**src/rtl/core/kvt_pkg.sv**
```systemverilog
// shared types, constants and codes for the key-value table
`timescale 1ns / 1ps
`default_nettype none
package kvt_pkg;

    localparam int DEPTH = 16;
    localparam int KEY_W = 32;
    localparam int VAL_W = 32;
    localparam int IDX_W = 4;
    localparam int CNT_W = 5;
    localparam int TYPE_W = 3;
    localparam int STAT_W = 3;

    localparam logic [CNT_W-1:0] CAP_RESET = CNT_W'(DEPTH);

    // request codes
    localparam logic [TYPE_W-1:0] REQ_INSERT   = 3'd0;
    localparam logic [TYPE_W-1:0] REQ_UPDATE   = 3'd1;
    localparam logic [TYPE_W-1:0] REQ_UPSERT   = 3'd2;
    localparam logic [TYPE_W-1:0] REQ_ERASE    = 3'd3;
    localparam logic [TYPE_W-1:0] REQ_LOOKUP   = 3'd4;
    localparam logic [TYPE_W-1:0] REQ_CONTAINS = 3'd5;
    localparam logic [TYPE_W-1:0] REQ_SELECT   = 3'd6;

    // status codes
    localparam logic [STAT_W-1:0] ST_DONE    = 3'd0;
    localparam logic [STAT_W-1:0] ST_FULL    = 3'd1;
    localparam logic [STAT_W-1:0] ST_PRESENT = 3'd2;
    localparam logic [STAT_W-1:0] ST_MISSING = 3'd3;
    localparam logic [STAT_W-1:0] ST_RANK    = 3'd4;

    typedef struct packed {
        logic load;
        logic strm_clr;
        logic strm_run;
        logic find;
        logic exec;
        logic sh_rd;
        logic sh_wr;
        logic sh_end;
        logic rk_ld;
        logic rk_cap;
        logic rk_chk;
        logic push;
    } t_cmd;

    typedef struct packed {
        logic strm_done;
        logic go_shift;
        logic go_rank;
        logic sh_more;
        logic rk_hit;
        logic rk_last;
        logic out_free;
    } t_sts;

endpackage
`default_nettype wire

```
**src/rtl/core/kvt_ctrl.sv**
```systemverilog
// sequencer for the key-value table: one item at a time through scan, update, shift and rank steps
`timescale 1ns / 1ps
`default_nettype none
module kvt_ctrl
    import kvt_pkg::*;
(
    input  wire logic i_clk,
    input  wire logic i_rst_n,
    input  wire logic i_in_valid,
    input  wire t_sts i_sts,
    output t_cmd      o_cmd,
    output logic      o_in_stall
);

    typedef enum logic [9:0] {
        S_IDLE   = 10'b00_0000_0001,
        S_FIND   = 10'b00_0000_0010,
        S_EXEC   = 10'b00_0000_0100,
        S_SH_RD  = 10'b00_0000_1000,
        S_SH_WR  = 10'b00_0001_0000,
        S_RK_LD  = 10'b00_0010_0000,
        S_RK_CAP = 10'b00_0100_0000,
        S_RK_CNT = 10'b00_1000_0000,
        S_RK_CHK = 10'b01_0000_0000,
        S_DONE   = 10'b10_0000_0000
    } t_state;

    t_state r_state;
    t_state n_state;

    always_comb begin
        n_state = r_state;
        o_cmd   = '0;
        case (r_state)
            S_IDLE: begin
                if (i_in_valid) begin
                    o_cmd.load     = 1'b1;
                    o_cmd.strm_clr = 1'b1;
                    n_state        = S_FIND;
                end
            end
            S_FIND: begin
                o_cmd.strm_run = 1'b1;
                o_cmd.find     = 1'b1;
                if (i_sts.strm_done) begin
                    n_state = S_EXEC;
                end
            end
            S_EXEC: begin
                o_cmd.exec = 1'b1;
                if (i_sts.go_shift) begin
                    n_state = S_SH_RD;
                end else if (i_sts.go_rank) begin
                    n_state = S_RK_LD;
                end else begin
                    n_state = S_DONE;
                end
            end
            S_SH_RD: begin
                if (i_sts.sh_more) begin
                    o_cmd.sh_rd = 1'b1;
                    n_state     = S_SH_WR;
                end else begin
                    o_cmd.sh_end = 1'b1;
                    n_state      = S_DONE;
                end
            end
            S_SH_WR: begin
                o_cmd.sh_wr = 1'b1;
                n_state     = S_SH_RD;
            end
            S_RK_LD: begin
                o_cmd.rk_ld = 1'b1;
                n_state     = S_RK_CAP;
            end
            S_RK_CAP: begin
                o_cmd.rk_cap = 1'b1;
                n_state      = S_RK_CNT;
            end
            S_RK_CNT: begin
                o_cmd.strm_run = 1'b1;
                if (i_sts.strm_done) begin
                    n_state = S_RK_CHK;
                end
            end
            S_RK_CHK: begin
                o_cmd.rk_chk = 1'b1;
                if (i_sts.rk_hit || i_sts.rk_last) begin
                    n_state = S_DONE;
                end else begin
                    n_state = S_RK_LD;
                end
            end
            S_DONE: begin
                // hold the result until the output register can take it
                if (i_sts.out_free) begin
                    o_cmd.push = 1'b1;
                    n_state    = S_IDLE;
                end
            end
            default: begin
                n_state = S_IDLE;
            end
        endcase
    end

    always_ff @(posedge i_clk) begin
        if (!i_rst_n) begin
            r_state <= S_IDLE;
        end else begin
            r_state <= n_state;
        end
    end

    assign o_in_stall = (r_state != S_IDLE);

endmodule
`default_nettype wire

```
**src/rtl/core/kvt_dp.sv**
```systemverilog
// datapath of the key-value table: entry memories, scan pointer, counters and result registers
`timescale 1ns / 1ps
`default_nettype none
module kvt_dp
    import kvt_pkg::*;
(
    input  wire logic              i_clk,
    input  wire logic              i_rst_n,
    input  wire t_cmd              i_cmd,
    output t_sts                   o_sts,
    input  wire logic              i_cfg_we,
    input  wire logic [CNT_W-1:0]  i_cfg_wdata,
    input  wire logic [TYPE_W-1:0] i_req_type,
    input  wire logic [KEY_W-1:0]  i_req_key,
    input  wire logic [VAL_W-1:0]  i_req_value,
    input  wire logic [CNT_W-1:0]  i_req_rank,
    input  wire logic              i_out_stall,
    output logic                   o_out_valid,
    output logic                   o_ok,
    output logic [STAT_W-1:0]      o_status,
    output logic [KEY_W-1:0]       o_found_key,
    output logic [VAL_W-1:0]       o_found_value,
    output logic [CNT_W-1:0]       o_entry_count,
    output logic                   o_is_empty
);

    logic [KEY_W-1:0] key_mem [DEPTH];
    logic [VAL_W-1:0] val_mem [DEPTH];

    logic [CNT_W-1:0]  r_cap;
    logic [CNT_W-1:0]  r_count;
    logic [TYPE_W-1:0] r_type;
    logic [KEY_W-1:0]  r_key;
    logic [VAL_W-1:0]  r_val;
    logic [CNT_W-1:0]  r_rank;
    logic [CNT_W-1:0]  r_ptr;
    logic              r_pend;
    logic [IDX_W-1:0]  r_pidx;
    logic              r_hit;
    logic [IDX_W-1:0]  r_slot;
    logic [VAL_W-1:0]  r_hit_val;
    logic [CNT_W-1:0]  r_j;
    logic [KEY_W-1:0]  r_cand_key;
    logic [VAL_W-1:0]  r_cand_val;
    logic [CNT_W-1:0]  r_smaller;
    logic [KEY_W-1:0]  r_kdata;
    logic [VAL_W-1:0]  r_vdata;
    logic              r_res_ok;
    logic [STAT_W-1:0] r_res_status;
    logic [KEY_W-1:0]  r_res_fkey;
    logic [VAL_W-1:0]  r_res_fval;
    logic              r_out_vld;
    logic              r_out_ok;
    logic [STAT_W-1:0] r_out_status;
    logic [KEY_W-1:0]  r_out_fkey;
    logic [VAL_W-1:0]  r_out_fval;
    logic [CNT_W-1:0]  r_out_cnt;
    logic              r_out_empty;

    logic [CNT_W-1:0]  eff_cap;
    logic              full;
    logic              issue;
    logic              ex_ok;
    logic [STAT_W-1:0] ex_status;
    logic [VAL_W-1:0]  ex_fval;
    logic              ex_ins;
    logic              ex_upd;
    logic              kwe;
    logic              vwe;
    logic [IDX_W-1:0]  waddr;
    logic [KEY_W-1:0]  wkey;
    logic [VAL_W-1:0]  wval;
    logic [IDX_W-1:0]  raddr;
    logic [CNT_W-1:0]  ptr_inc;

    assign eff_cap = (r_cap > CNT_W'(DEPTH)) ? CNT_W'(DEPTH) : r_cap;
    assign full    = (r_count >= eff_cap);
    assign issue   = (r_ptr < r_count);
    assign ptr_inc = r_ptr + CNT_W'(1);

    // outcome of a request once the key scan is over
    always_comb begin
        ex_ok     = 1'b0;
        ex_status = ST_DONE;
        ex_fval   = '0;
        ex_ins    = 1'b0;
        ex_upd    = 1'b0;
        case (r_type)
            REQ_INSERT, REQ_UPSERT: begin
                if (r_type == REQ_UPSERT && r_hit) begin
                    ex_upd = 1'b1;
                    ex_ok  = 1'b1;
                end else if (full) begin
                    ex_status = ST_FULL;
                end else if (r_hit) begin
                    ex_status = ST_PRESENT;
                end else begin
                    ex_ins = 1'b1;
                    ex_ok  = 1'b1;
                end
            end
            REQ_UPDATE: begin
                if (r_hit) begin
                    ex_upd = 1'b1;
                    ex_ok  = 1'b1;
                end else begin
                    ex_status = ST_MISSING;
                end
            end
            REQ_ERASE, REQ_CONTAINS: begin
                if (r_hit) begin
                    ex_ok = 1'b1;
                end else begin
                    ex_status = ST_MISSING;
                end
            end
            REQ_LOOKUP: begin
                if (r_hit) begin
                    ex_ok   = 1'b1;
                    ex_fval = r_hit_val;
                end else begin
                    ex_status = ST_MISSING;
                end
            end
            REQ_SELECT: begin
                // stays a rank failure unless the rank walk finds the entry
                ex_status = ST_RANK;
            end
            default: begin
                ex_ok = 1'b0;
            end
        endcase
    end

    assign kwe   = (i_cmd.exec && ex_ins) || i_cmd.sh_wr;
    assign vwe   = (i_cmd.exec && (ex_ins || ex_upd)) || i_cmd.sh_wr;
    assign waddr = i_cmd.sh_wr ? r_ptr[IDX_W-1:0]
                 : (ex_ins ? r_count[IDX_W-1:0] : r_slot);
    assign wkey  = i_cmd.sh_wr ? r_kdata : r_key;
    assign wval  = i_cmd.sh_wr ? r_vdata : r_val;
    assign raddr = i_cmd.sh_rd ? ptr_inc[IDX_W-1:0]
                 : (i_cmd.rk_ld ? r_j[IDX_W-1:0] : r_ptr[IDX_W-1:0]);

    always_ff @(posedge i_clk) begin
        if (kwe) begin
            key_mem[waddr] <= wkey;
        end
        if (vwe) begin
            val_mem[waddr] <= wval;
        end
        r_kdata <= key_mem[raddr];
        r_vdata <= val_mem[raddr];
    end

    always_ff @(posedge i_clk) begin
        if (!i_rst_n) begin
            r_cap     <= CAP_RESET;
            r_count   <= '0;
            r_pend    <= 1'b0;
            r_hit     <= 1'b0;
            r_out_vld <= 1'b0;
        end else begin
            if (i_cfg_we) begin
                r_cap <= i_cfg_wdata;
            end

            if (i_cmd.load) begin
                r_type <= i_req_type;
                r_key  <= i_req_key;
                r_val  <= i_req_value;
                r_rank <= i_req_rank;
                r_hit  <= 1'b0;
            end

            // read stream over slots 0 .. count-1, data arrives in the following cycle
            if (i_cmd.strm_clr || i_cmd.rk_cap) begin
                r_ptr  <= '0;
                r_pend <= 1'b0;
            end else if (i_cmd.strm_run) begin
                r_ptr  <= issue ? ptr_inc : r_ptr;
                r_pend <= issue;
                r_pidx <= r_ptr[IDX_W-1:0];
            end

            if (i_cmd.find && r_pend && !r_hit && r_kdata == r_key) begin
                r_hit     <= 1'b1;
                r_slot    <= r_pidx;
                r_hit_val <= r_vdata;
            end

            if (i_cmd.strm_run && !i_cmd.find && r_pend && r_kdata < r_cand_key) begin
                r_smaller <= r_smaller + CNT_W'(1);
            end

            if (i_cmd.exec) begin
                r_res_ok     <= ex_ok;
                r_res_status <= ex_status;
                r_res_fkey   <= '0;
                r_res_fval   <= ex_fval;
                r_ptr        <= CNT_W'(r_slot);
                r_j          <= '0;
                if (ex_ins) begin
                    r_count <= r_count + CNT_W'(1);
                end
            end

            if (i_cmd.sh_wr) begin
                r_ptr <= ptr_inc;
            end
            if (i_cmd.sh_end) begin
                r_count <= r_count - CNT_W'(1);
            end

            if (i_cmd.rk_cap) begin
                r_cand_key <= r_kdata;
                r_cand_val <= r_vdata;
                r_smaller  <= '0;
            end
            if (i_cmd.rk_chk) begin
                if (r_smaller == r_rank) begin
                    r_res_ok     <= 1'b1;
                    r_res_status <= ST_DONE;
                    r_res_fkey   <= r_cand_key;
                    r_res_fval   <= r_cand_val;
                end else begin
                    r_j <= r_j + CNT_W'(1);
                end
            end

            if (i_cmd.push) begin
                r_out_vld    <= 1'b1;
                r_out_ok     <= r_res_ok;
                r_out_status <= r_res_status;
                r_out_fkey   <= r_res_fkey;
                r_out_fval   <= r_res_fval;
                r_out_cnt    <= r_count;
                r_out_empty  <= (r_count == '0);
            end else if (!i_out_stall) begin
                r_out_vld <= 1'b0;
            end
        end
    end

    assign o_sts.strm_done = !issue && !r_pend;
    assign o_sts.go_shift  = (r_type == REQ_ERASE) && r_hit;
    assign o_sts.go_rank   = (r_type == REQ_SELECT) && (r_rank < r_count);
    assign o_sts.sh_more   = (ptr_inc < r_count);
    assign o_sts.rk_hit    = (r_smaller == r_rank);
    assign o_sts.rk_last   = ((r_j + CNT_W'(1)) >= r_count);
    assign o_sts.out_free  = !r_out_vld || !i_out_stall;

    assign o_out_valid   = r_out_vld;
    assign o_ok          = r_out_ok;
    assign o_status      = r_out_status;
    assign o_found_key   = r_out_fkey;
    assign o_found_value = r_out_fval;
    assign o_entry_count = r_out_cnt;
    assign o_is_empty    = r_out_empty;

endmodule
`default_nettype wire

```
**src/rtl/core/key_value_table_rank_select_unit.sv**
```systemverilog
// top level of the key-value table with rank select: sequencer, datapath and checks
//
//  channel   direction  handshake                  payload
//  request   in         i_in_valid / o_in_stall    i_req_type, i_req_key, i_req_value, i_req_rank
//  result    out        o_out_valid / i_out_stall  o_ok, o_status, o_found_key, o_found_value,
//                                                  o_entry_count, o_is_empty
//  config    in         i_cfg_we                   i_cfg_wdata (capacity limit)
//
// one item at a time; every item starts with a key scan of the stored entries
// through the single read port of the entry memories, then the outcome is registered and pushed to the output register
// erase moves each entry behind the erased one down a slot, a read and a write per entry; select tries
// each entry in turn as candidate and counts the keys below it, until the rank matches or none is left
// reset empties the table and sets the capacity limit to 16; the memories are not cleared
// a new item is taken while the previous result waits in the output register
`timescale 1ns / 1ps
`default_nettype none
module key_value_table_rank_select_unit
    import kvt_pkg::*;
(
    input  wire logic              i_clk,
    input  wire logic              i_rst_n,
    input  wire logic              i_cfg_we,
    input  wire logic [CNT_W-1:0]  i_cfg_wdata,
    input  wire logic              i_in_valid,
    output logic                   o_in_stall,
    input  wire logic [TYPE_W-1:0] i_req_type,
    input  wire logic [KEY_W-1:0]  i_req_key,
    input  wire logic [VAL_W-1:0]  i_req_value,
    input  wire logic [CNT_W-1:0]  i_req_rank,
    output logic                   o_out_valid,
    input  wire logic              i_out_stall,
    output logic                   o_ok,
    output logic [STAT_W-1:0]      o_status,
    output logic [KEY_W-1:0]       o_found_key,
    output logic [VAL_W-1:0]       o_found_value,
    output logic [CNT_W-1:0]       o_entry_count,
    output logic                   o_is_empty
);

    t_cmd cmd;
    t_sts sts;

    kvt_ctrl u_ctrl (
        .i_clk      (i_clk),
        .i_rst_n    (i_rst_n),
        .i_in_valid (i_in_valid),
        .i_sts      (sts),
        .o_cmd      (cmd),
        .o_in_stall (o_in_stall)
    );

    kvt_dp u_dp (
        .i_clk         (i_clk),
        .i_rst_n       (i_rst_n),
        .i_cmd         (cmd),
        .o_sts         (sts),
        .i_cfg_we      (i_cfg_we),
        .i_cfg_wdata   (i_cfg_wdata),
        .i_req_type    (i_req_type),
        .i_req_key     (i_req_key),
        .i_req_value   (i_req_value),
        .i_req_rank    (i_req_rank),
        .i_out_stall   (i_out_stall),
        .o_out_valid   (o_out_valid),
        .o_ok          (o_ok),
        .o_status      (o_status),
        .o_found_key   (o_found_key),
        .o_found_value (o_found_value),
        .o_entry_count (o_entry_count),
        .o_is_empty    (o_is_empty)
    );

    a_push_shows: assert property (@(posedge i_clk) disable iff (!i_rst_n)
        cmd.push |=> o_out_valid)
        else $error("result push did not show on the output");

    a_count_depth: assert property (@(posedge i_clk) disable iff (!i_rst_n)
        o_out_valid |-> (o_entry_count <= CNT_W'(DEPTH)))
        else $error("entry count above table depth");

    a_empty_flag: assert property (@(posedge i_clk) disable iff (!i_rst_n)
        o_out_valid |-> (o_is_empty == (o_entry_count == '0)))
        else $error("empty flag disagrees with entry count");

    a_ok_status: assert property (@(posedge i_clk) disable iff (!i_rst_n)
        (o_out_valid && o_ok) |-> (o_status == ST_DONE))
        else $error("successful result with a failure status");

endmodule
`default_nettype wire

```
**config.mk**
```make
export PLATFORM = sky130hd
export DESIGN_NAME = key_value_table_rank_select_unit
export DESIGN_NICKNAME = d
export VERILOG_FILES = /design/src/rtl/core/kvt_pkg.sv /design/src/rtl/core/kvt_ctrl.sv /design/src/rtl/core/kvt_dp.sv /design/src/rtl/core/key_value_table_rank_select_unit.sv
export SDC_FILE = /design/constraint.sdc
export NUM_CORES = 2
export LEC_CHECK = 0
export ABC_AREA = 1
export BUFFER_PORTS_ARGS = -buffer_cell sky130_fd_sc_hd__buf_2
export CAP_MARGIN = 20
export CELL_PAD_IN_SITES_DETAIL_PLACEMENT = 1
export CELL_PAD_IN_SITES_GLOBAL_PLACEMENT = 1
export CORE_AREA = 2 2 447 449
export CTS_CLUSTER_SIZE = 25
export DETAILED_ROUTE_END_ITERATION = 6
export DIE_AREA = 0 0 449 451
export GPL_TIMING_DRIVEN = 0
export MAX_ROUTING_LAYER = met4
export PLACE_DENSITY_LB_ADDON = 0.1
export REMOVE_ABC_BUFFERS = 1
export SLEW_MARGIN = 20
export SYNTH_ARGS = -nofsm -noshare
export SYNTH_HDL_FRONTEND = slang
export SYNTH_HIERARCHICAL = 1
export SYNTH_SLANG_ARGS = --single-unit
```
**constraint.sdc**
```tcl
create_clock -name i_clk -period 12.01 [get_ports i_clk]
set_clock_uncertainty 0.2 [all_clocks]
set_input_delay 2.402 -clock i_clk [delete_from_list [all_inputs] [get_ports i_clk]]
set_output_delay 2.402 -clock i_clk [all_outputs]
set_load 0.02 [all_outputs]
```
==> metrics <==
Crit. End Element flop; via count 36,827; most frequent cells in the layout edfxtp_1, nand2_1, inv_1; ys async rst share 0; CTS sink cnt 1,444; Routed WL around 180,000 µm; Net Sw Frac 0.277; Syn. warnings 6; first-pass GRT wire length around 260,000 µm; row count around 160; Yosys reg bits around 1,400; drt initial violations approximately 2,300; Die ar. 0.202 mm²; final setup fails 0; Post-route DRC 0; Worst-path clk slew ~0.06 ns; peak supply drop 168 µV; top achievable clock speed 153 MHz; Clock Path Buffers 3; GRT Residual Overflow 0; crit path kind flop to flop; Slew Viols, Final 0; # Post-CTS Setup Buffers 0; post-CTS sizing 0; vias in the first global route roughly 37,000; crit-path max FO roughly 120; H-Tree Depth 4; DP Area approximately 0.066 mm²; Fin. Hold Viols 0; post-route setup slack between 5 and 6 ns; most common cell after layout, fill and taps aside edfxtp_1; clock latency on the worst-skew pair 0.81 ns; Initial DRT Pass Iterations 5; post-synthesis sequential area ratio 0.719; Sw Pwr about 3.6 mW; Die X around 450 µm; relative slew slack 0.295; Leak Pwr 26.3 nW; RSZ-0062 raised after global routing no; Worst EP required ~13 ns; post-synthesis cell count 4,788; Least-Margin Pin Slew 1.05 ns; Post-CTS Hold Buffers 0; fin cells 7,803; max cap viols 0; I/O pin total 158; Clk pwr share 0.394; Placement Setup Slack roughly 5.5 ns; WHS between 0.2 and 0.25 ns; CTS tree done; core area a little under 0.2 mm²; number of flops mapped to enable cells by yosys approximately 1,400; sequential fraction of design power 0.464; Top FF cell, synth edfxtp_1; Post-Syn Area between 0.05 and 0.06 mm²; Cell Count Post-Placement between 7,000 and 8,000; via-per-instance ratio between 4 and 5; port buffer count around 160; Yosys cell types 48; min Tclk post-route between 6 and 7 ns; Gate power share 0.142; number of CTS-inserted buffers approximately 170; internal power ~9.4 mW; kind of start point of the critical path flop; status completed; layout cells sized above 1 0.121; largest net degree at the start of global routing 129; Root Buffer clkbuf_16; CP Data Arrival Time roughly 7 ns; Largest regs u_dp/key_mem: 512 flops, u_dp/val_mem: 512 flops; height of the chip 451 µm; pwr/cell area 183 mW/mm²; DP Wirelength 113,000 µm; Nets approximately 5,100; Starting Density 0.298; Routed Antenna Nets 0; Syn Area/Cell about 12 µm²; GRT Total Usage 0.183; worst hold path class flop to flop; antenna violations before repair 5; RD Place Congestion a little over 0.7; Power, Total around 13 mW; Final Cell Area 0.0711 mm²; Area growth syn-to-layout 20.3%; Period Utilization, post-route 0.545; wire per inst about 23 µm
through the flow:
| step | utilization | TNS, ns |
|---|---|---|
| 6_report | 0.358 | 0 |
| 5_1_grt | 0.358 | 0 |
| 4_1_cts | 0.358 | 0 |
| 3_5_place_dp | 0.330 | 0 |
| 3_3_place_gp | 0.312 | -4342.07 |
| 2_1_floorplan | - | -96.20 |
layer usage:
metal,part of all wire,vias up,global-route usage
met5,0,-,-
met4,0.023,0,0.0505
met3,0.033,228,0.0257
met2,0.47,553,0.292
met1,0.47,18635,0.244
li1,-,17411,-
power groups by stage:
stage                     logic (mW)  registers, mW  clock network (mW)
after floorplan                 1.32           6.02                   0
after global placement          2.12           6.16                   0
after detailed placement        1.88           6.14                   0
after CTS                       1.89           6.04                5.28
after global routing            2.07           6.05                5.47
final                           1.84           6.02                5.12
final cells by class:
type | instances | area, µm²
Inverter | 686 | 2640
Antenna cell | 3 | 7.51
Clock buffer | 252 | 4910
Tap cell | 2656 | 3320
Clock inverter | 73 | 632
Multi-Input combinational cell | 2394 | 13100
Timing Repair Buffer | 295 | 3990
Sequential cell | 1444 | 42500
Fill cell | 20968 | 127000
final timing paths:
kind | start | slack [ns] | endpoint | cells after the start
worst max-delay path | u_dp/r_ptr[1]$_DFFE_PP_ | 5.47 | u_dp/r_kdata[6]$_DFF_P_ | 21
worst min-delay path | u_dp/r_pidx[3]$_DFFE_PP_ | 0.22 | u_dp/r_slot[3]$_DFFE_PP_ | 0
worst max register to register | u_dp/r_ptr[1]$_DFFE_PP_ | 5.47 | u_dp/r_kdata[6]$_DFF_P_ | 21
worst min register to register | u_dp/r_pidx[3]$_DFFE_PP_ | 0.22 | u_dp/r_slot[3]$_DFFE_PP_ | 0
logic make-up after synthesis:
logic type / synth area share
xor gates and xnor gates: 0.00474
and+or+nand+nor: 0.117
buffers and inverters: 0.0646
DFF: 0.719
adders and majority gates: 0.0128
AOI/OAI and AO/OA: 0.0817
synthesized netlist by cell type, drive strengths merged (11+ instances only):
| cell | n | share of area |
|---|---|---|
| nand2 | 945 | 0.060 |
| o211ai | 514 | 0.065 |
| nand3 | 488 | 0.042 |
| inv | 685 | 0.044 |
| o21ai | 119 | 0.010 |
| edfxtp | 1357 | 0.69 |
| ha | 59 | 0.012 |
| buf | 182 | 0.016 |
| nor3 | 11 | 0.0010 |
| xor2 | 22 | 0.0033 |
| a21oi | 37 | 0.0032 |
| dfxtp | 87 | 0.029 |
| clkbuf | 82 | 0.0052 |
| nand4 | 47 | 0.0050 |
| nor2 | 111 | 0.0079 |
worst max-delay path, stage by stage, from the launching register on:
cell and delay, ns:
edfxtp_1 0.54, ha_1 0.28, nand3_1 0.10, xor2_1 0.20, inv_1 0.07, ha_1 0.30, nand2_1 0.07, nor2_1 0.04
a2111oi_0 0.61, inv_1 0.15, nor2_1 0.68, nand2_1 0.28, nand2_8 0.42, buf_16 0.44, buf_16 0.41, buf_16 0.39
buf_16 0.39, nand2_1 0.10, o211ai_1 0.11, nand3_1 0.10, nand3_1 0.13, nand2_1 0.06
Power figures use the tool's default switching activity.
